## src/rtl/core/skvt_pkg.sv

```systemverilog
// ----------------------------------------------------------------------------
// skvt_pkg
// Shared types and constants of the sorted key-value table: operation and
// status codes, controller states, and the command/status bundles that join
// the controller to the datapath.
// ----------------------------------------------------------------------------
package skvt_pkg;

  localparam int unsigned CAPACITY_DEF    = 64;
  localparam int unsigned VALUE_WIDTH_DEF = 32;

  localparam int unsigned FUNC_W   = 2;
  localparam int unsigned KEY_W    = 32;
  localparam int unsigned DATA_W   = 32;
  localparam int unsigned STATUS_W = 3;

  typedef enum logic [FUNC_W-1:0] {
    FUNC_INSERT = 2'd0,
    FUNC_FIND   = 2'd1,
    FUNC_DELETE = 2'd2
  } func_e;

  typedef enum logic [STATUS_W-1:0] {
    STS_INSERTED  = 3'd0,
    STS_UPDATED   = 3'd1,
    STS_FOUND     = 3'd2,
    STS_NOT_FOUND = 3'd3,
    STS_DELETED   = 3'd4,
    STS_FULL      = 3'd5
  } status_e;

  typedef enum logic [2:0] {
    S_IDLE,
    S_SRCH,
    S_SRCH_CMP,
    S_DECIDE,
    S_UP,
    S_UP_WR,
    S_DN,
    S_DN_WR
  } state_e;

  typedef enum logic [3:0] {
    OP_NONE,
    OP_LOAD,
    OP_SRCH_RD,
    OP_SRCH_CMP,
    OP_UPDATE,
    OP_UP_INIT,
    OP_UP_RD,
    OP_UP_WR,
    OP_INS_NEW,
    OP_DN_INIT,
    OP_DN_RD,
    OP_DN_WR,
    OP_DEL_FIN
  } dp_op_e;

  typedef struct packed {
    dp_op_e  op;
    logic    resp;
    status_e status;
  } cmd_t;

  typedef struct packed {
    func_e func;
    logic  hit;
    logic  full;
    logic  srch_done;
    logic  up_done;
    logic  dn_done;
    logic  out_free;
  } sts_t;

endpackage

```

## src/rtl/core/skvt_dp.sv

```systemverilog
// ----------------------------------------------------------------------------
// skvt_dp
// Datapath: entry memory with one write and one registered read port,
// search bounds, move pointer, live count, request registers and the
// output register.
// ----------------------------------------------------------------------------
module skvt_dp #(
  parameter int unsigned CAPACITY    = skvt_pkg::CAPACITY_DEF,
  parameter int unsigned VALUE_WIDTH = skvt_pkg::VALUE_WIDTH_DEF
) (
  input  logic                                clk_i,
  input  logic                                rst_ni,
  input  skvt_pkg::cmd_t                      cmd_i,
  output skvt_pkg::sts_t                      sts_o,
  input  logic [skvt_pkg::FUNC_W-1:0]         func_i,
  input  logic signed [skvt_pkg::KEY_W-1:0]   key_i,
  input  logic [skvt_pkg::DATA_W-1:0]         value_i,
  input  logic                                out_stall_i,
  output logic                                out_valid_o,
  output logic [skvt_pkg::STATUS_W-1:0]       status_o,
  output logic [skvt_pkg::DATA_W-1:0]         value_out_o
);
  import skvt_pkg::*;

  localparam int unsigned IDX_W   = $clog2(CAPACITY);
  localparam int unsigned CNT_W   = $clog2(CAPACITY + 1);
  localparam int unsigned ENTRY_W = KEY_W + VALUE_WIDTH;

  logic [ENTRY_W-1:0] mem_q [CAPACITY];
  logic [ENTRY_W-1:0] rd_data_q;
  logic [ENTRY_W-1:0] wr_data;
  logic [IDX_W-1:0]   rd_addr, wr_addr;
  logic               rd_en, wr_en;

  logic [CNT_W-1:0] count_q, count_d;
  logic [CNT_W-1:0] lo_q, lo_d, hi_q, hi_d, ptr_q, ptr_d;
  logic [IDX_W-1:0] mid_q, mid;
  logic [CNT_W:0]   mid_sum, ptr_inc;
  logic             hit_q, hit_d;

  logic [VALUE_WIDTH-1:0]  hit_val_q, hit_val_d;
  logic [FUNC_W-1:0]       func_q;
  logic signed [KEY_W-1:0] key_q, rd_key;
  logic [VALUE_WIDTH-1:0]  val_q, rd_val;

  logic                out_valid_q, out_valid_d, out_free;
  logic [STATUS_W-1:0] out_status_q;
  logic [DATA_W-1:0]   out_value_q, resp_value;

  assign mid_sum = {1'b0, lo_q} + {1'b0, hi_q};
  assign mid     = mid_sum[IDX_W:1];
  assign ptr_inc = {1'b0, ptr_q} + (CNT_W + 1)'(1);
  assign rd_key  = $signed(rd_data_q[ENTRY_W-1 -: KEY_W]);
  assign rd_val  = rd_data_q[VALUE_WIDTH-1:0];
  assign out_free = !out_valid_q || !out_stall_i;

  always_comb begin
    sts_o.func      = func_e'(func_q);
    sts_o.hit       = hit_q;
    sts_o.full      = (count_q == CNT_W'(CAPACITY));
    sts_o.srch_done = (lo_q == hi_q);
    sts_o.up_done   = (ptr_q == lo_q);
    sts_o.dn_done   = (ptr_inc >= {1'b0, count_q});
    sts_o.out_free  = out_free;
  end

  always_comb begin
    count_d   = count_q;
    lo_d      = lo_q;
    hi_d      = hi_q;
    ptr_d     = ptr_q;
    hit_d     = hit_q;
    hit_val_d = hit_val_q;
    rd_en     = 1'b0;
    rd_addr   = mid;
    wr_en     = 1'b0;
    wr_addr   = ptr_q[IDX_W-1:0];
    wr_data   = rd_data_q;
    unique case (cmd_i.op)
      OP_NONE: ;
      OP_LOAD: begin
        lo_d  = '0;
        hi_d  = count_q;
        hit_d = 1'b0;
      end
      OP_SRCH_RD: rd_en = 1'b1;
      OP_SRCH_CMP: begin
        if (rd_key < key_q) begin
          lo_d = CNT_W'(mid_q) + CNT_W'(1);
        end else begin
          hi_d = CNT_W'(mid_q);
        end
        // keys are unique, so an equal probe is the lower bound itself
        if (rd_key == key_q) begin
          hit_d     = 1'b1;
          hit_val_d = rd_val;
        end
      end
      OP_UPDATE: begin
        wr_en   = 1'b1;
        wr_addr = lo_q[IDX_W-1:0];
        wr_data = {key_q, val_q};
      end
      OP_UP_INIT: ptr_d = count_q;
      OP_UP_RD: begin
        rd_en   = 1'b1;
        rd_addr = ptr_d[IDX_W-1:0] - IDX_W'(1);
      end
      OP_UP_WR: begin
        wr_en = 1'b1;
        ptr_d = ptr_q - CNT_W'(1);
      end
      OP_INS_NEW: begin
        wr_en   = 1'b1;
        wr_data = {key_q, val_q};
        count_d = count_q + CNT_W'(1);
      end
      OP_DN_INIT: ptr_d = lo_q;
      OP_DN_RD: begin
        rd_en   = 1'b1;
        rd_addr = ptr_inc[IDX_W-1:0];
      end
      OP_DN_WR: begin
        wr_en = 1'b1;
        ptr_d = ptr_inc[CNT_W-1:0];
      end
      OP_DEL_FIN: count_d = count_q - CNT_W'(1);
      default: ;
    endcase
  end

  always_ff @(posedge clk_i) begin
    if (wr_en) mem_q[wr_addr] <= wr_data;
    if (rd_en) rd_data_q <= mem_q[rd_addr];
  end

  always_ff @(posedge clk_i or negedge rst_ni) begin
    if (!rst_ni) begin
      count_q <= '0;
      lo_q    <= '0;
      hi_q    <= '0;
      ptr_q   <= '0;
      hit_q   <= 1'b0;
    end else begin
      count_q <= count_d;
      lo_q    <= lo_d;
      hi_q    <= hi_d;
      ptr_q   <= ptr_d;
      hit_q   <= hit_d;
    end
  end

  always_ff @(posedge clk_i) begin
    hit_val_q <= hit_val_d;
    if (cmd_i.op == OP_SRCH_RD) mid_q <= mid;
    if (cmd_i.op == OP_LOAD) begin
      func_q <= func_i;
      key_q  <= key_i;
      val_q  <= VALUE_WIDTH'(value_i);
    end
  end

  // response value: new value on update, stored value on find, else zero
  always_comb begin
    unique case (cmd_i.status)
      STS_UPDATED: resp_value = DATA_W'(val_q);
      STS_FOUND:   resp_value = DATA_W'(hit_val_q);
      default:     resp_value = '0;
    endcase
  end

  always_comb begin
    out_valid_d = out_valid_q;
    if (cmd_i.resp) begin
      out_valid_d = 1'b1;
    end else if (out_valid_q && !out_stall_i) begin
      out_valid_d = 1'b0;
    end
  end

  always_ff @(posedge clk_i or negedge rst_ni) begin
    if (!rst_ni) begin
      out_valid_q <= 1'b0;
    end else begin
      out_valid_q <= out_valid_d;
    end
  end

  always_ff @(posedge clk_i) begin
    if (cmd_i.resp) begin
      out_status_q <= cmd_i.status;
      out_value_q  <= resp_value;
    end
  end

  assign out_valid_o = out_valid_q;
  assign status_o    = out_status_q;
  assign value_out_o = out_value_q;

endmodule

```

## config.mk

```make
export PLATFORM = sky130hd
export DESIGN_NAME = skvt_dp
export DESIGN_NICKNAME = d
export VERILOG_FILES = /design/src/rtl/core/skvt_pkg.sv /design/src/rtl/core/skvt_dp.sv
export SDC_FILE = /design/constraint.sdc
export NUM_CORES = 2
export LEC_CHECK = 0
export ABC_CLOCK_PERIOD_IN_PS = 6100
export BUFFER_PORTS_ARGS = -buffer_cell sky130_fd_sc_hd__buf_2
export CAP_MARGIN = 20
export CORE_MARGIN = 3
export CORE_UTILIZATION = 50
export DETAILED_ROUTE_END_ITERATION = 7
export PLACE_DENSITY = 0.65
export SLEW_MARGIN = 20
export SYNTH_ARGS = -nofsm -noshare
export SYNTH_HDL_FRONTEND = slang
export SYNTH_SLANG_ARGS = --single-unit
```

## constraint.sdc

```tcl
create_clock -name clk_i -period 6.1 [get_ports clk_i]
set_input_delay 1.22 -clock clk_i [delete_from_list [all_inputs] [get_ports clk_i]]
set_output_delay 1.22 -clock clk_i [all_outputs]
set_load 0.005 [all_outputs]
```

==> flow_summary_export.csv <==
group,metric,value,unit
synthesis,syn_inst,10200,
global_route,busiest_layer,"met2",
placement,dp_hpwl,270000,um
synthesis,synth_top_family_by_area,"compound AO/OA/AOI/OAI gates",
floorplan,core_area,335000,sq um
critical_path,crit_path_cell_trace,"ha_1 -> nor2_1 -> nor3b_2 -> mux2i_1 -> nand2_1 -> a311oi_2 -> nand3_4 -> buf_4 -> o22ai_1 -> nor3_1 -> and4_1",
critical_path,required,6780,ps
synthesis,synth_seq_cells,4329,
floorplan,dieHeight,587,um
clock_network,post_cts_buffers,0,
drt,drt-total-wl,511000,um
synthesis,async_flop_share,0.693,%
drt,ant_nets,0,
drt,drt-initial-drc-count,17200,
critical_path,critPathMaxFanout,18,
synthesis,synth_top_cell_by_area,"edfxtp_1",
global_route,grt_remaining_overflow,0,
finish,drive_gt1_share,17.3,%
drt,avgViaCountPerCell,6.71,
status,status,"finished, violations left",
clock_network,clk_pin_slew,60,ps
synthesis,synth_flop_cell,"edfxtp_1",
floorplan,io_pins,121,
synthesis,synthMuxAreaShare,5.29,%
global_route,grt_use_total,28.9,%
synthesis,netlist_area,169000,sq um
synthesis,synth-compound-area-share,7.94,%
synthesis,synth_cell_types,72,
global_route,grt_pass1_wl,721000,um
synthesis,yosys-top-cells-area,"edfxtp_1 (77%), mux2_2 (2.8%), nand2_1 (2.8%)",
drt,wl_per_cell,33.5,um
clock_network,cts.path.max_buffers,4,
synthesis,synthTopCellsByCount,"edfxtp_1 (4299), nand2_1 (1251), and3_1 (638), clkbuf_1 (441), mux2_2 (418)",
drt,drc,8,
timing,fmax,0.194,GHz
clock_network,cts_hold_buf,0,
global_route,grtUsageMet3,6.78,%
synthesis,yosysMostFrequentCell,"edfxtp_1",
hold_path,hold_path.class,"input pin to async pin",
finish,stdcell_area,192000,sq um
timing,finalSetupViolCount,0,
finish,fin_nets,10500,
clock_network,root_buffer,"clkbuf_16",
synthesis,synth-seq-area-share,76.9,%
run,max-cap-violations,0,
synthesis,syn_area_per_cell,16.6,sq um
timing,relSlewSlack,22.8,%
timing,worstMarginPinSlew,1150,ps
clock_network,htree_levels,5,
global_route,grt_pass1_vias,97300,
floorplan,dieWidth,587,um
synthesis,yosys_warnings,0,
critical_path,cpMaxStageDelayCell,"a311oi_2",
synthesis,synth-xor-area-share,0.165,%
drt,num_vias,102000,
critical_path,path_buf_inv,1,
placement,dp.cells,14500,
global_route,grt.met1_usage,41.7,%
synthesis,synthSimpleGateAreaFrac,7.19,%
clock_network,cts_resized,0,
critical_path,end_kind,"register",
timing,final-hold-violation-count,0,
global_route,grt_max_degree,149,
timing,slew_violations,0,
synthesis,synth_edf_count,4299,
timing,setup-tns-final,0,ps
synthesis,synth_fa_ha_area_share,0.417,%
clock_network,clk_latency,980,ps
critical_path,startpoint_type,"register",
timing,fin_crit,5150,ps
floorplan,initial_utilization,50.4,%
floorplan,die_area,345000,sq um
placement,placed_area,178000,sq um
critical_path,cpLargestDelayFamily,"simple AND/OR/NAND/NOR gates",
clock_network,cts_buffers,429,
critical_path,arrival,5830,ps
finish,area_growth,14.0,%
timing,rsz0062_at_grt,"false",
placement,gp_congestion,0.850,
floorplan,rows,212,
synthesis,synth_top_area_share,76.5,%
synthesis,synth_nets,10300,
global_route,met2_usage,43.0,%
clock_network,cts_sinks,4329,
finish,fin_cells,15300,
drt,first_pass_iters,8,
timing,finClkSkew,54.9,ps
critical_path,crit_type,"register to register",
critical_path,max_stage_delay,900,ps
placement,io_buffer_count,120,
status,violations,"DRC",
global_route,antenna_found_initial,13,
clock_network,cts_tree,"built",
timing,min_period_over_period,84.4,%
-- logic make-up after synthesis --
logic type               count (synthesis)
XOR/XNOR                                31
flip-flops                            4329
buffers and inverters                  808
AND/OR/NAND/NOR                       2539
adder cells (fa/ha/maj)                 55
multiplexers                           682
AO/OA/AOI/OAI                         1712
-- flip-flops by register name, summed over array words and instances, names as in the netlist --
| signal | flops |
|---|---|
| val_q | 32 |
| key_q | 32 |
| mem_q | 4096 |
| lo_q | 7 |
| hit_q | 1 |
| ptr_q | 7 |
| hit_val_q | 32 |
| out_valid_o | 1 |
| status_o | 3 |
| func_q | 2 |
| value_out_o | 32 |
| hi_q | 7 |
| mid_q | 6 |
| count_q | 7 |
| rd_data_q | 64 |
-- layout make-up --
class,instances,area [sq um]
diodes,7,17.5
clock buffers,528,11300
clock inverters,264,2480
fillers,25000,142000
inverters,49,186
multi-input cells,5019,36600
flip-flops and latches,4329,130000
well taps,4494,5620
repair buffers,583,6400
-- worst reg2reg max path, delay by kind of cell (launching register included) --
family	cells	cell delay, ps
AOI/OAI and AO/OA	2	1400
adders and majority gates	1	470
buffers and inverters	1	500
DFF	1	540
muxes	1	290
and+or+nand+nor	6	1670
-- metrics by stage --
| stage | setup WS (ps) | util [%] | hold WS [ps] |
|---|---|---|---|
| 2_1_floorplan | -86.5 | - | 420 |
| 3_3_place_gp | 832 | 53.2 | 465 |
| 3_5_place_dp | 864 | 53.3 | 469 |
| 4_1_cts | 1100 | 57.4 | 321 |
| 5_1_grt | 839 | 57.5 | 373 |
| 6_report | 953 | 57.5 | 337 |
-- placed cells by master, fill, tap and decap left out, types with 32 or more instances in the layout --
master,instances
mux2_2,391
mux4_2,126
and4_1,63
clkinv_2,85
clkinv_1,108
nor2_4,69
a222oi_1,385
buf_4,284
inv_1,48
mux2i_1,137
and3_1,637
buf_12,168
nor3_1,197
o22ai_1,69
a311oi_1,384
a21oi_1,277
clkbuf_16,437
nand4_1,71
ha_1,53
a32oi_1,126
edfxtp_1,4299
a22o_1,36
bufinv_16,39
o21ai_4,32
nor2_1,164
o22a_1,64
nand2_1,1248
clkbuf_1,90
a31oi_1,256
buf_2,119
-- layer usage --
metal	wire length (um)	share of wire, %
met1	195000	38
met2	227000	44
met3	66300	13
met4	22600	4.4
met5	0	0
-- final timing paths --
kind	startpoint	endpoint	slack, ps	cells past startpoint
worst max-delay path	lo_q[2]$_DFFE_PN0P_	rd_data_q[58]$_DFFE_PP_	950	11
worst max register to register	lo_q[2]$_DFFE_PN0P_	rd_data_q[58]$_DFFE_PP_	950	11
min in group clk_i	key_i[31]	key_q[31]$_DFFE_PP_	410	1
worst min-delay path	rst_ni	hit_q$_DFFE_PN0P_	340	1
worst min register to register	hit_q$_DFFE_PN0P_	hit_q$_DFFE_PN0P_	490	1
max in group asynchronous	rst_ni	count_q[4]$_DFFE_PN0P_	5220	1
Power is not shown: default switching activity piles up to over one toggle a cycle in this logic, so the estimate is an artifact.
