### config.mk
export PLATFORM = sky130hd
export DESIGN_NAME = skvt_ctrl
export DESIGN_NICKNAME = d
export VERILOG_FILES = /design/src/rtl/core/skvt_pkg.sv /design/src/rtl/core/skvt_ctrl.sv
export SDC_FILE = /design/constraint.sdc
export NUM_CORES = 1
export LEC_CHECK = 0
export BUFFER_PORTS_ARGS = -buffer_cell sky130_fd_sc_hd__buf_2
export CORE_MARGIN = 2
export CORE_UTILIZATION = 43
export CTS_CLUSTER_SIZE = 12
export DETAILED_ROUTE_END_ITERATION = 12
export PLACE_DENSITY = 0.85
export SLEW_MARGIN = 20
export SYNTH_ARGS = -nofsm -noshare
export SYNTH_HDL_FRONTEND = slang
export SYNTH_SLANG_ARGS = --single-unit
export TNS_END_PERCENT = 100
### constraint.sdc
create_clock -name clk_i -period 1.5 [get_ports clk_i]
set_clock_uncertainty 0.05 [all_clocks]
set_input_delay 0.3 -clock clk_i [delete_from_list [all_inputs] [get_ports clk_i]]
set_output_delay 0.3 -clock clk_i [all_outputs]
set_load 0.01 [all_outputs]
### src/rtl/core/skvt_pkg.sv
// ----------------------------------------------------------------------------
// skvt_pkg
// Shared types and constants of the sorted key-value table: operation and
// status codes, controller states, and the command/status bundles that join
// the controller to the datapath.
// ----------------------------------------------------------------------------
package skvt_pkg;

  localparam int unsigned CAPACITY_DEF    = 64;
  localparam int unsigned VALUE_WIDTH_DEF = 32;

  localparam int unsigned FUNC_W   = 2;
  localparam int unsigned KEY_W    = 32;
  localparam int unsigned DATA_W   = 32;
  localparam int unsigned STATUS_W = 3;

  typedef enum logic [FUNC_W-1:0] {
    FUNC_INSERT = 2'd0,
    FUNC_FIND   = 2'd1,
    FUNC_DELETE = 2'd2
  } func_e;

  typedef enum logic [STATUS_W-1:0] {
    STS_INSERTED  = 3'd0,
    STS_UPDATED   = 3'd1,
    STS_FOUND     = 3'd2,
    STS_NOT_FOUND = 3'd3,
    STS_DELETED   = 3'd4,
    STS_FULL      = 3'd5
  } status_e;

  typedef enum logic [2:0] {
    S_IDLE,
    S_SRCH,
    S_SRCH_CMP,
    S_DECIDE,
    S_UP,
    S_UP_WR,
    S_DN,
    S_DN_WR
  } state_e;

  typedef enum logic [3:0] {
    OP_NONE,
    OP_LOAD,
    OP_SRCH_RD,
    OP_SRCH_CMP,
    OP_UPDATE,
    OP_UP_INIT,
    OP_UP_RD,
    OP_UP_WR,
    OP_INS_NEW,
    OP_DN_INIT,
    OP_DN_RD,
    OP_DN_WR,
    OP_DEL_FIN
  } dp_op_e;

  typedef struct packed {
    dp_op_e  op;
    logic    resp;
    status_e status;
  } cmd_t;

  typedef struct packed {
    func_e func;
    logic  hit;
    logic  full;
    logic  srch_done;
    logic  up_done;
    logic  dn_done;
    logic  out_free;
  } sts_t;

endpackage

### src/rtl/core/skvt_ctrl.sv
// ----------------------------------------------------------------------------
// skvt_ctrl
// Request sequencer: binary search for the lower bound, then update, shift
// up for an insert, or shift down for a delete, and hand the result to the
// output register when it is free.
// ----------------------------------------------------------------------------
module skvt_ctrl (
  input  logic           clk_i,
  input  logic           rst_ni,
  input  logic           in_valid_i,
  output logic           in_stall_o,
  input  skvt_pkg::sts_t sts_i,
  output skvt_pkg::cmd_t cmd_o
);
  import skvt_pkg::*;

  state_e state_q, state_d;

  always_ff @(posedge clk_i or negedge rst_ni) begin
    if (!rst_ni) begin
      state_q <= S_IDLE;
    end else begin
      state_q <= state_d;
    end
  end

  always_comb begin
    state_d = state_q;
    unique case (state_q)
      S_IDLE: begin
        if (in_valid_i) state_d = S_SRCH;
      end
      S_SRCH: begin
        state_d = sts_i.srch_done ? S_DECIDE : S_SRCH_CMP;
      end
      S_SRCH_CMP: state_d = S_SRCH;
      S_DECIDE: begin
        if (sts_i.func == FUNC_INSERT && !sts_i.hit && !sts_i.full) begin
          state_d = S_UP;
        end else if (sts_i.func == FUNC_DELETE && sts_i.hit) begin
          state_d = S_DN;
        end else if (sts_i.out_free) begin
          state_d = S_IDLE;
        end
      end
      S_UP: begin
        if (!sts_i.up_done) begin
          state_d = S_UP_WR;
        end else if (sts_i.out_free) begin
          state_d = S_IDLE;
        end
      end
      S_UP_WR: state_d = S_UP;
      S_DN: begin
        if (!sts_i.dn_done) begin
          state_d = S_DN_WR;
        end else if (sts_i.out_free) begin
          state_d = S_IDLE;
        end
      end
      S_DN_WR: state_d = S_DN;
      default: state_d = S_IDLE;
    endcase
  end

  always_comb begin
    cmd_o      = '{op: OP_NONE, resp: 1'b0, status: STS_NOT_FOUND};
    in_stall_o = (state_q != S_IDLE);
    unique case (state_q)
      S_IDLE: begin
        if (in_valid_i) cmd_o.op = OP_LOAD;
      end
      S_SRCH: begin
        if (!sts_i.srch_done) cmd_o.op = OP_SRCH_RD;
      end
      S_SRCH_CMP: cmd_o.op = OP_SRCH_CMP;
      S_DECIDE: begin
        unique case (sts_i.func)
          FUNC_INSERT: begin
            if (sts_i.hit) begin
              if (sts_i.out_free) begin
                cmd_o.op     = OP_UPDATE;
                cmd_o.resp   = 1'b1;
                cmd_o.status = STS_UPDATED;
              end
            end else if (sts_i.full) begin
              if (sts_i.out_free) begin
                cmd_o.resp   = 1'b1;
                cmd_o.status = STS_FULL;
              end
            end else begin
              cmd_o.op = OP_UP_INIT;
            end
          end
          FUNC_FIND: begin
            if (sts_i.out_free) begin
              cmd_o.resp   = 1'b1;
              cmd_o.status = sts_i.hit ? STS_FOUND : STS_NOT_FOUND;
            end
          end
          FUNC_DELETE: begin
            if (sts_i.hit) begin
              cmd_o.op = OP_DN_INIT;
            end else if (sts_i.out_free) begin
              cmd_o.resp   = 1'b1;
              cmd_o.status = STS_NOT_FOUND;
            end
          end
          default: begin
            if (sts_i.out_free) begin
              cmd_o.resp   = 1'b1;
              cmd_o.status = STS_NOT_FOUND;
            end
          end
        endcase
      end
      S_UP: begin
        if (!sts_i.up_done) begin
          cmd_o.op = OP_UP_RD;
        end else if (sts_i.out_free) begin
          cmd_o.op     = OP_INS_NEW;
          cmd_o.resp   = 1'b1;
          cmd_o.status = STS_INSERTED;
        end
      end
      S_UP_WR: cmd_o.op = OP_UP_WR;
      S_DN: begin
        if (!sts_i.dn_done) begin
          cmd_o.op = OP_DN_RD;
        end else if (sts_i.out_free) begin
          cmd_o.op     = OP_DEL_FIN;
          cmd_o.resp   = 1'b1;
          cmd_o.status = STS_DELETED;
        end
      end
      S_DN_WR: cmd_o.op = OP_DN_WR;
      default: cmd_o.op = OP_NONE;
    endcase
  end

endmodule

==> results of run 1 <==
-- power breakdown --
group | total, W | internal, W | switching (W)
Sequential | 0.000233 | 0.000132 | 0.000102
Combinational | 0.00148 | 0.000774 | 0.000704
Clock | 0.000163 | 0.000101 | 0.0000622
-- cells in the final DEF (no fill, tap or decap), types with 2 or more instances in the layout --
cell	instances
sky130_fd_sc_hd__clkbuf_4	3
sky130_fd_sc_hd__nand2b_4	2
sky130_fd_sc_hd__buf_6	6
sky130_fd_sc_hd__ha_1	3
sky130_fd_sc_hd__nor2b_1	2
sky130_fd_sc_hd__nor2_1	7
sky130_fd_sc_hd__o21ai_1	2
sky130_fd_sc_hd__nand2_1	5
sky130_fd_sc_hd__dfrtp_2	3
sky130_fd_sc_hd__a21oi_1	4
sky130_fd_sc_hd__inv_1	3
sky130_fd_sc_hd__inv_2	2
sky130_fd_sc_hd__nor2_4	2
sky130_fd_sc_hd__buf_2	18
sky130_fd_sc_hd__nand2_2	2
sky130_fd_sc_hd__buf_4	24
sky130_fd_sc_hd__o21ai_0	6
sky130_fd_sc_hd__a211oi_1	2
-- worst register-to-register path, stage by stage, from the launching register on --
cell	delay (ns)
sky130_fd_sc_hd__dfrtp_2	0.43
sky130_fd_sc_hd__buf_6	0.17
sky130_fd_sc_hd__nand3b_4	0.10
sky130_fd_sc_hd__or4_4	0.49
sky130_fd_sc_hd__a32oi_1	0.22
-- final timing paths --
path / from / end
max: state_q[2] / cmd_o[2]
min: rst_ni / state_q[0]
max reg2reg: state_q[1] / state_q[0]
min reg2reg: state_q[0] / state_q[2]
max in group asynchronous: rst_ni / state_q[2]
min in group clk_i: in_valid_i / state_q[0]
-- cell families (layout without fill, tap and decap cells) --
family | count (synthesis) | in the layout | share of synthesized area
AOI/OAI and AO/OA | 27 | 27 | 0.326
adders and majority gates | 5 | 5 | 0.109
buffers and inverters | 12 | 58 | 0.0985
DFF | 3 | 3 | 0.131
muxes | 1 | 1 | 0.0175
and+or+nand+nor | 32 | 32 | 0.317
-- timing repair --
action | in CTS | in global routing
endpoints found under the setup margin | 10 | 10
hold buffers | 1 | 0
endpoints found under the hold margin | 3 | 0
buffers inserted | 6 | 4
pin swaps | 6 | 3
resized for setup | 17 | 22
cloned | 1 | 0
-- through the flow --
stage / TNS, ns / power, W
finish: -2.34 / 0.00187
floorplan: -0.00769 / 0.000761
CTS: -1.80 / 0.00148
global placement: -0.912 / 0.00107
detailed placement: -1.26 / 0.00110
global route: -2.64 / 0.00196
-- per-layer routing --
| metal | global-route usage | vias up | share of wire |
|---|---|---|---|
| li1 | - | 380 | - |
| met2 | 0.528 | 56 | 0.51 |
| met4 | 0.233 | 0 | 0.054 |
| met3 | 0.0167 | 14 | 0.078 |
| met1 | 0.262 | 397 | 0.35 |
| met5 | 0 | - | 0 |
-- final cells by class --
cell class	instances	area share
multi-input cells	65	0.542
repair buffers	49	0.325
flip-flops and latches	3	0.0737
clock buffers	4	0.0246
inverters	5	0.0175
well taps	15	0.0175
==> out/summary.md, run 1 <==
- **Final Hold Violating Endpoints** 0
- **gr ovfl total** 0
- **number of flip-flops in the largest register** 3
- **cell types with the largest area share after synthesis** sky130_fd_sc_hd__dfrtp_1, sky130_fd_sc_hd__ha_1, sky130_fd_sc_hd__o21ai_0
- **global placer's final weighted congestion** 0.790
- **instance count on the critical path** 4
- **relative max-transition margin** 0.772
- **number of DRC violations after detailed routing** 0
- **top-count cell post-synth** sky130_fd_sc_hd__nor2_1
- **share of post-route cells with drive strength above 1** 0.611
- **endpoints failing setup** 10
- **RSZ-0062 raised after global routing** true
- **first-pass GRT wire length** 2970 microns
- **count of buffers inserted at the top-level ports** 19
- **share of the clock period used by the worst path after layout** 1.23
- **# clock sinks** 3
- **overall routing resource usage** 0.277
- **HPWL after DPL** 1370 microns
- **number of H-tree branching levels** 1
- **number of cells traversed by the worst register-to-register path** 4
- **pin count of the biggest net entering global routing** 11
- **area inside the core boundary** 1270 sq um
- **leakage power summed over all cells** 0.519 nW
- **average routed wire per standard cell** 17.9 microns
- **largest fanout on the critical path** 8
- **clock buffers created by TritonCTS** 3
- **number of vias per cell after detailed routing** 6.01
- **internal reg-to-reg setup slack** -0.06 ns
- **status** finished with violations
- **max-slew violation count** 0
- **post-CTS clock slew at the launch and capture registers of the worst setup and hold paths** 0.05 ns
- **total detailed-routing wirelength** 2530 microns
- **dominant delay contributor by cell family on the critical path** simple AND/OR/NAND/NOR gates
- **maxcap violations** 0
- **area share of the leading cell type in the synthesized netlist** 0.131
- **Die Height** 40.5 microns
- **Top Registers** state_q: 3 flops
- **slowest library cell on the worst path** sky130_fd_sc_hd__dfrtp_2
- **number of synthesized register bits** 3
- **drt pass-1 iters** 4
- **type of the setup path with the least slack** flop to primary output
- **hold_ws** 0.317 ns
- **post-place instance area** 798 sq um
- **CP Data Required Time** 1.15 ns
- **buffer cell driving the clock tree root** sky130_fd_sc_hd__clkbuf_4
- **growth of design area from synthesis to finish** 87.1%
- **maximum cell stage delay along the critical path** 0.48 ns
- **sequential cell area in the final layout** 78.8 sq um
- **number of enable flip-flop cells after synthesis** 0
- **total of fill cells in the finished design** 72
- **post-route ant nets** 0
- **antenna cells** 0
- **top register by number of flip-flops** state_q
- **violated checks** setup timing
- **min cycle time layout** 1.85 ns
- **Power per Cell Area** 1750 nW/um^2
- **routed vias** 847
- **asr flop ratio synth** 1.00
- **classification of the worst-slack hold path** primary input to asynchronous set/reset pin
- **actual slew at the worst max-slew pin** 0.339 ns
- **fin worst setup slack** -0.348 ns
- **synth unique cells** 37
- **area of the multi-input gates** 579 sq um
- **die outline width** 40.5 microns
- **number of non-filler instances in the completed layout** 141
- **IR drop worst, VDD** 0.798 mV
- **ys flop type** sky130_fd_sc_hd__dfrtp_1
- **number of antenna violations at the first check in global routing** 0
- **Mapped Cells** 80
- **Max clock buf depth** 2
- **Initial Util** 0.451
- **Setup Slack @ Placement** -0.214 ns
- **post-route design area** 1070 sq um
- **post-layout utilization of the core** 0.843
- **commonest cells in the netlist** sky130_fd_sc_hd__nor2_1, sky130_fd_sc_hd__o21ai_0, sky130_fd_sc_hd__nand2_1, sky130_fd_sc_hd__ha_1, sky130_fd_sc_hd__inv_1
- **number of nets in the layout** 143
- **top cell type by total area after synthesis** sky130_fd_sc_hd__dfrtp_1
- **instance count after placement with tap cells included** 126
- **Worst Setup End Kind** primary output
- **Critical Path, Cell by Cell** nor4bb_4 > o2bb2ai_2 > and3_1 > buf_2
- **area of the mapped netlist** 572 sq um
- **synthesized area divided by synthesized cell count** 7.15 sq um
- **Arrival @ worst endpoint** 1.50 ns
- **later-pin clock latency in the skew report** 0.26 ns
- **die outline area** 1640 sq um
- **maximum operating frequency** 541 MHz
- **YS warnings** 0
- **number of DRC markers in iteration 0** 22
- **Synthesized Nets** 96
- **count of boundary I/O pins** 20
- **# rows** 13
- **sequential fraction of the synthesis area** 0.131
- **clock tree from TritonCTS** built
- **startpoint class of the critical path** flop
- **Critical path buffers and inverters** 1
- **via count of the first global-routing pass** 738
No activity file was read; power rests on OpenSTA's default activity.
==> run 2, diff against run 1 <==
--- a/config.mk
+++ b/config.mk
@@ -6,11 +6,11 @@
 export NUM_CORES = 1
 export LEC_CHECK = 0
 export BUFFER_PORTS_ARGS = -buffer_cell sky130_fd_sc_hd__buf_2
-export CORE_MARGIN = 2
-export CORE_UTILIZATION = 43
+export CORE_AREA = 2 2 39 41
 export CTS_CLUSTER_SIZE = 12
 export DETAILED_ROUTE_END_ITERATION = 12
-export PLACE_DENSITY = 0.85
+export DIE_AREA = 0 0 41 43
+export PLACE_DENSITY = 0.82
 export SLEW_MARGIN = 20
 export SYNTH_ARGS = -nofsm -noshare
 export SYNTH_HDL_FRONTEND = slang
==> constraint.sdc (replaced) <==
create_clock -name clk_i -period 1.8 [get_ports clk_i]
set_clock_uncertainty 0.05 [all_clocks]
set_input_delay 0.36 -clock clk_i [delete_from_list [all_inputs] [get_ports clk_i]]
set_output_delay 0.36 -clock clk_i [all_outputs]
set_load 0.01 [all_outputs]
==> run 2 against run 1 <==
Against the previous run: die area is 7.7% higher; first-iteration DRC count fell by 55%; the run still ends with setup timing left; cell count fell by 7.1%; flip-flop and latch count stayed put; critical endpoint is now cmd_o[3]; sequential power fell by 16%.
==> out/summary.md, run 2 (same netlist as run 1, synthesis figures left out) <==
- **status** finished with violations
- **violated checks** setup timing
- **share of post-route cells with drive strength above 1** 0.522
- **buffer cell driving the clock tree root** sky130_fd_sc_hd__clkbuf_4
- **number of nets in the layout** 132
- **leakage power summed over all cells** 0.437 nW
- **IR drop worst, VDD** 0.767 mV
- **total detailed-routing wirelength** 1710 microns
- **combinational fraction of design power** 0.751
- **global placer's final weighted congestion** 0.795
- **share of the clock period used by the worst path after layout** 1.03
- **# rows** 14
- **overall routing resource usage** 0.197
- **area inside the core boundary** 1380 sq um
- **maxcap violations** 0
- **most crowded layer after global routing** met2
- **total power** 0.00127 W
- **post-route setup TNS** -0.0543 ns
- **clock buffers created by TritonCTS** 3
- **portion of total power attributed to the clock network** 0.094
- **gr ovfl total** 0
- **pin count of the biggest net entering global routing** 11
- **Critical Path, Cell by Cell** buf_2 > buf_4 > ha_1 > nor2_1 > nand3_1 > a31o_2 > buf_6
- **Final Hold Violating Endpoints** 0
- **Die Height** 43 microns
- **first-pass GRT wire length** 2480 microns
- **Initial Util** 0.413
- **average routed wire per standard cell** 13.0 microns
- **number of vias per cell after detailed routing** 5.33
- **fin worst setup slack** -0.0543 ns
- **count of buffers inserted at the top-level ports** 19
- **Setup Slack @ Placement** -0.0428 ns
- **met1 track demand over resource** 0.200
- **later-pin clock latency in the skew report** 0.23 ns
- **number of H-tree branching levels** 1
- **Max clock buf depth** 2
- **number of flip-flops in the largest register** 3
- **die outline width** 41 microns
- **count of boundary I/O pins** 20
- **maximum operating frequency** 539 MHz
- **Flop pwr share** 0.155
- **Top Registers** state_q: 3 flops
- **min cycle time layout** 1.85 ns
- **Arrival @ worst endpoint** 1.44 ns
- **type of the setup path with the least slack** primary input to primary output
- **drt pass-1 iters** 4
- **maximum cell stage delay along the critical path** 0.25 ns
- **# clock sinks** 3
- **startpoint class of the critical path** primary input
- **RSZ-0062 raised after global routing** true
- **largest fanout on the critical path** 3
- **number of DRC violations after detailed routing** 0
- **actual slew at the worst max-slew pin** 0.314 ns
- **slowest library cell on the worst path** sky130_fd_sc_hd__a31o_2
- **HPWL after DPL** 1170 microns
- **number of DRC markers in iteration 0** 10
- **net load switching power** 0.000550 W
- **internal power of the cells** 0.000716 W
- **most frequent cells in the layout** sky130_fd_sc_hd__buf_2, sky130_fd_sc_hd__buf_4, sky130_fd_sc_hd__nor2_1, sky130_fd_sc_hd__nand2_1, sky130_fd_sc_hd__o21ai_0
- **Worst Setup End Kind** primary output
- **post-CTS clock slew at the launch and capture registers of the worst setup and hold paths** 0.04 ns
- **switch share** 0.434
- **met3 track utilization from global routing** 0.0314
- **classification of the worst-slack hold path** primary input to asynchronous set/reset pin
- **number of antenna violations at the first check in global routing** 0
- **endpoints failing setup** 1
- **clock tree from TritonCTS** built
- **post-route ant nets** 0
- **CP Data Required Time** 1.39 ns
- **die outline area** 1760 sq um
- **Power per Cell Area** 1370 nW/um^2
- **via count of the first global-routing pass** 627
- **routed vias** 698
- **max-slew violation count** 0
- **antenna cells** 0
- **top register by number of flip-flops** state_q
- **relative max-transition margin** 0.789
- **growth of design area from synthesis to finish** 61.3%
- **most common library cell in the layout ignoring fill and taps** sky130_fd_sc_hd__buf_2
- **met2 usage** 0.400
==> run 2: worst paths after layout <==
check	from	endpoint	slack, ns	depth (start not counted)
worst max-delay path	sts_i[6]	cmd_o[3]	-0.05	7
worst min-delay path	rst_ni	state_q[0]	0.40	2
worst max register to register	state_q[1]	state_q[0]	0.23	4
worst min register to register	state_q[1]	state_q[1]	0.66	2
max in group asynchronous	rst_ni	state_q[1]	1.18	2
min in group clk_i	in_valid_i	state_q[0]	0.40	3
==> run 2: final cells by class <==
cell class	count	area, sq um
well taps	16	20.0
repair buffers	38	250
clock buffers	4	26.3
flip-flops and latches	3	78.8
inverters	5	21.3
multi-input cells	65	526
fillers	119	462
==> run 2: through the flow <==
step / hold WS (ns) / utilization / cell area (sq um) / std cells
3_3_place_gp: 0.104 / 0.513 / 709 / 116
4_1_cts: 0.396 / 0.610 / 845 / 128
6_report: 0.396 / 0.666 / 922 / 131
3_5_place_dp: 0.107 / 0.513 / 709 / 116
5_1_grt: 0.412 / 0.666 / 922 / 131
2_1_floorplan: 0.0144 / - / 572 / 80
==> run 2: what timing repair did <==
item	CTS	global route
endpoints found under the hold margin	3	0
gates cloned	0	0
pin swaps	2	3
resized for setup	12	16
hold buffers	1	0
setup endpoints to repair	8	9
buffers inserted	7	3
==> run 2: per-layer routing <==
layer | up-vias | share of wire
met1 | 316 | 0.41
met2 | 20 | 0.55
li1 | 362 | -
met4 | 0 | 0
met3 | 0 | 0.040
met5 | - | 0
==> run 2: power by group through the flow <==
stage / clock network, W / logic (W) / registers [W]
floorplan: 0 / 0.000501 / 0.000128
global placement: 0 / 0.000623 / 0.000208
detailed placement: 0 / 0.000637 / 0.000209
CTS: 0.000123 / 0.000825 / 0.000198
global route: 0.000131 / 0.00103 / 0.000203
finish: 0.000119 / 0.000950 / 0.000196
==> run 2: worst max-delay path: cells and delay by family <==
kind | cells | cell delay (ns)
buffers and inverters | 3 | 0.36
AO/OA/AOI/OAI | 1 | 0.25
AND/OR/NAND/NOR | 2 | 0.24
adder cells (fa/ha/maj) | 1 | 0.23
==> run 3, diff against run 2 <==
--- a/config.mk
+++ b/config.mk
@@ -11,6 +11,7 @@
 export DETAILED_ROUTE_END_ITERATION = 12
 export DIE_AREA = 0 0 41 43
 export PLACE_DENSITY = 0.82
+export REMOVE_ABC_BUFFERS = 1
 export SLEW_MARGIN = 20
 export SYNTH_ARGS = -nofsm -noshare
 export SYNTH_HDL_FRONTEND = slang
==> run 3 against run 2 <==
Against the previous run: the flow now finishes without violations; global-route usage grew 0.28 points; largest cell class unchanged; fmax up 4.5%; largest power group unchanged; via count up 5.2%; core utilization down 3.3 points; die area stayed put; sequential power fell by 13%; combinational power is 17% lower; critical path type is now flop to primary output; cell count is 3.8% lower; non-clock buffer count down 5; critical path depth fell by 3; wire length shrank 1.7%.
==> out/summary.md, run 3 (same netlist as run 1, synthesis figures left out) <==
- **die outline area** 1760 sq um
- **sequential cell area in the final layout** 77.6 sq um
- **top register by number of flip-flops** state_q
- **max-slew violation count** 0
- **type of the setup path with the least slack** flop to primary output
- **maximum cell stage delay along the critical path** 0.46 ns
- **min cycle time layout** 1.77 ns
- **most frequent cells in the layout** sky130_fd_sc_hd__buf_2, sky130_fd_sc_hd__buf_4, sky130_fd_sc_hd__nor2_1, sky130_fd_sc_hd__o21ai_0, sky130_fd_sc_hd__nand2_1
- **buffer cell driving the clock tree root** sky130_fd_sc_hd__clkbuf_4
- **count of boundary I/O pins** 20
- **leakage power summed over all cells** 0.401 nW
- **status** finished, final reports clean
- **startpoint class of the critical path** flop
- **classification of the worst-slack hold path** primary input to asynchronous set/reset pin
- **dominant delay contributor by cell family on the critical path** flip-flops
- **number of nets in the layout** 127
- **clock buffers created by TritonCTS** 3
- **Die Height** 43 microns
- **actual slew at the worst max-slew pin** 0.414 ns
- **fin worst setup slack** 0.0255 ns
- **share of the clock period used by the worst path after layout** 0.986
- **number of DRC markers in iteration 0** 12
- **CP Data Required Time** 1.39 ns
- **area inside the core boundary** 1380 sq um
- **average routed wire per standard cell** 13.3 microns
- **post-layout utilization of the core** 0.633
- **count of buffers inserted at the top-level ports** 19
- **Setup Slack @ Placement** -0.0262 ns
- **Power per Cell Area** 1230 nW/um^2
- **post-route setup TNS** 0 ns
- **drt pass-1 iters** 4
- **Max clock buf depth** 2
- **growth of design area from synthesis to finish** 53.2%
- **share of post-route cells with drive strength above 1** 0.464
- **Critical Path, Cell by Cell** nand2b_1 > o22ai_1 > a32o_1 > buf_2
- **post-CTS clock slew at the launch and capture registers of the worst setup and hold paths** 0.04 ns
- **relative max-transition margin** 0.721
- **antenna cells** 0
- **total of fill cells in the finished design** 121
- **number of vias per cell after detailed routing** 5.83
- **die outline width** 41 microns
- **maximum operating frequency** 564 MHz
- **gr ovfl total** 0
- **clock tree from TritonCTS** built
- **Critical path buffers and inverters** 1
- **routed vias** 734
- **number of DRC violations after detailed routing** 0
- **HPWL after DPL** 1170 microns
- **# rows** 14
- **IR drop worst, VDD** 0.450 mV
- **number of H-tree branching levels** 1
- **via count of the first global-routing pass** 638
- **endpoints failing setup** 0
- **Final Hold Violating Endpoints** 0
- **number of antenna violations at the first check in global routing** 0
- **Worst Setup End Kind** primary output
- **Top Registers** state_q: 3 flops
- **RSZ-0062 raised after global routing** true
- **slowest library cell on the worst path** sky130_fd_sc_hd__dfrtp_2
- **largest fanout on the critical path** 11
- **pin count of the biggest net entering global routing** 15
- **global placer's final weighted congestion** 0.744
- **number of flip-flops in the largest register** 3
- **post-route ant nets** 0
- **Arrival @ worst endpoint** 1.36 ns
- **first-pass GRT wire length** 2490 microns
- **total power** 0.00108 W
- **overall routing resource usage** 0.200
- **maxcap violations** 0
- **total detailed-routing wirelength** 1680 microns
- **later-pin clock latency in the skew report** 0.23 ns
- **most common library cell in the layout ignoring fill and taps** sky130_fd_sc_hd__buf_2
- **Initial Util** 0.413
- **# clock sinks** 3
- **hold_ws** 0.395 ns
- **area of the multi-input gates** 514 sq um
-- run 3: worst paths after layout --
kind | start | end | slack [ns] | cells after the start
worst max-delay path | state_q[0] | cmd_o[6] | 0.03 | 4
worst max register to register | state_q[0] | state_q[0] | 0.21 | 4
min in group clk_i | in_valid_i | state_q[0] | 0.39 | 3
worst min register to register | state_q[2] | state_q[1] | 0.66 | 2
worst min-delay path | rst_ni | state_q[0] | 0.39 | 2
max in group asynchronous | rst_ni | state_q[2] | 1.18 | 2
-- run 3: power breakdown --
| part | internal [W] | switching, W | total [W] |
|---|---|---|---|
| clock network | 0.0000831 | 0.0000357 | 0.000119 |
| registers | 0.000108 | 0.0000637 | 0.000171 |
| logic | 0.000395 | 0.000394 | 0.000789 |
-- run 3: area by class of cell --
class,count,share of cell area
well taps,16,0.0229
clock buffers,4,0.0300
inverters,5,0.0243
multi-input cells,65,0.587
repair buffers,33,0.247
flip-flops and latches,3,0.0886
-- run 3: what timing repair did --
item	in CTS	in global routing
setup buffers	2	3
pin swaps	3	6
gates resized for setup	9	15
endpoints found under the setup margin	7	8
hold endpoints to repair	3	0
hold buffers	1	0
-- run 3: routing by layer --
metal | track usage | vias to the layer above | part of all wire
li1 | - | 350 | -
met1 | 0.215 | 331 | 0.40
met2 | 0.366 | 46 | 0.51
met3 | 0.0524 | 7 | 0.073
met4 | 0.0333 | 0 | 0.016
met5 | 0 | - | 0
-- run 3: through the flow --
stage                     cells  area [sq um]
after floorplan              73           534
after global placement      117           717
after detailed placement    117           717
after CTS                   123           792
after global routing        126           876
final                       126           876
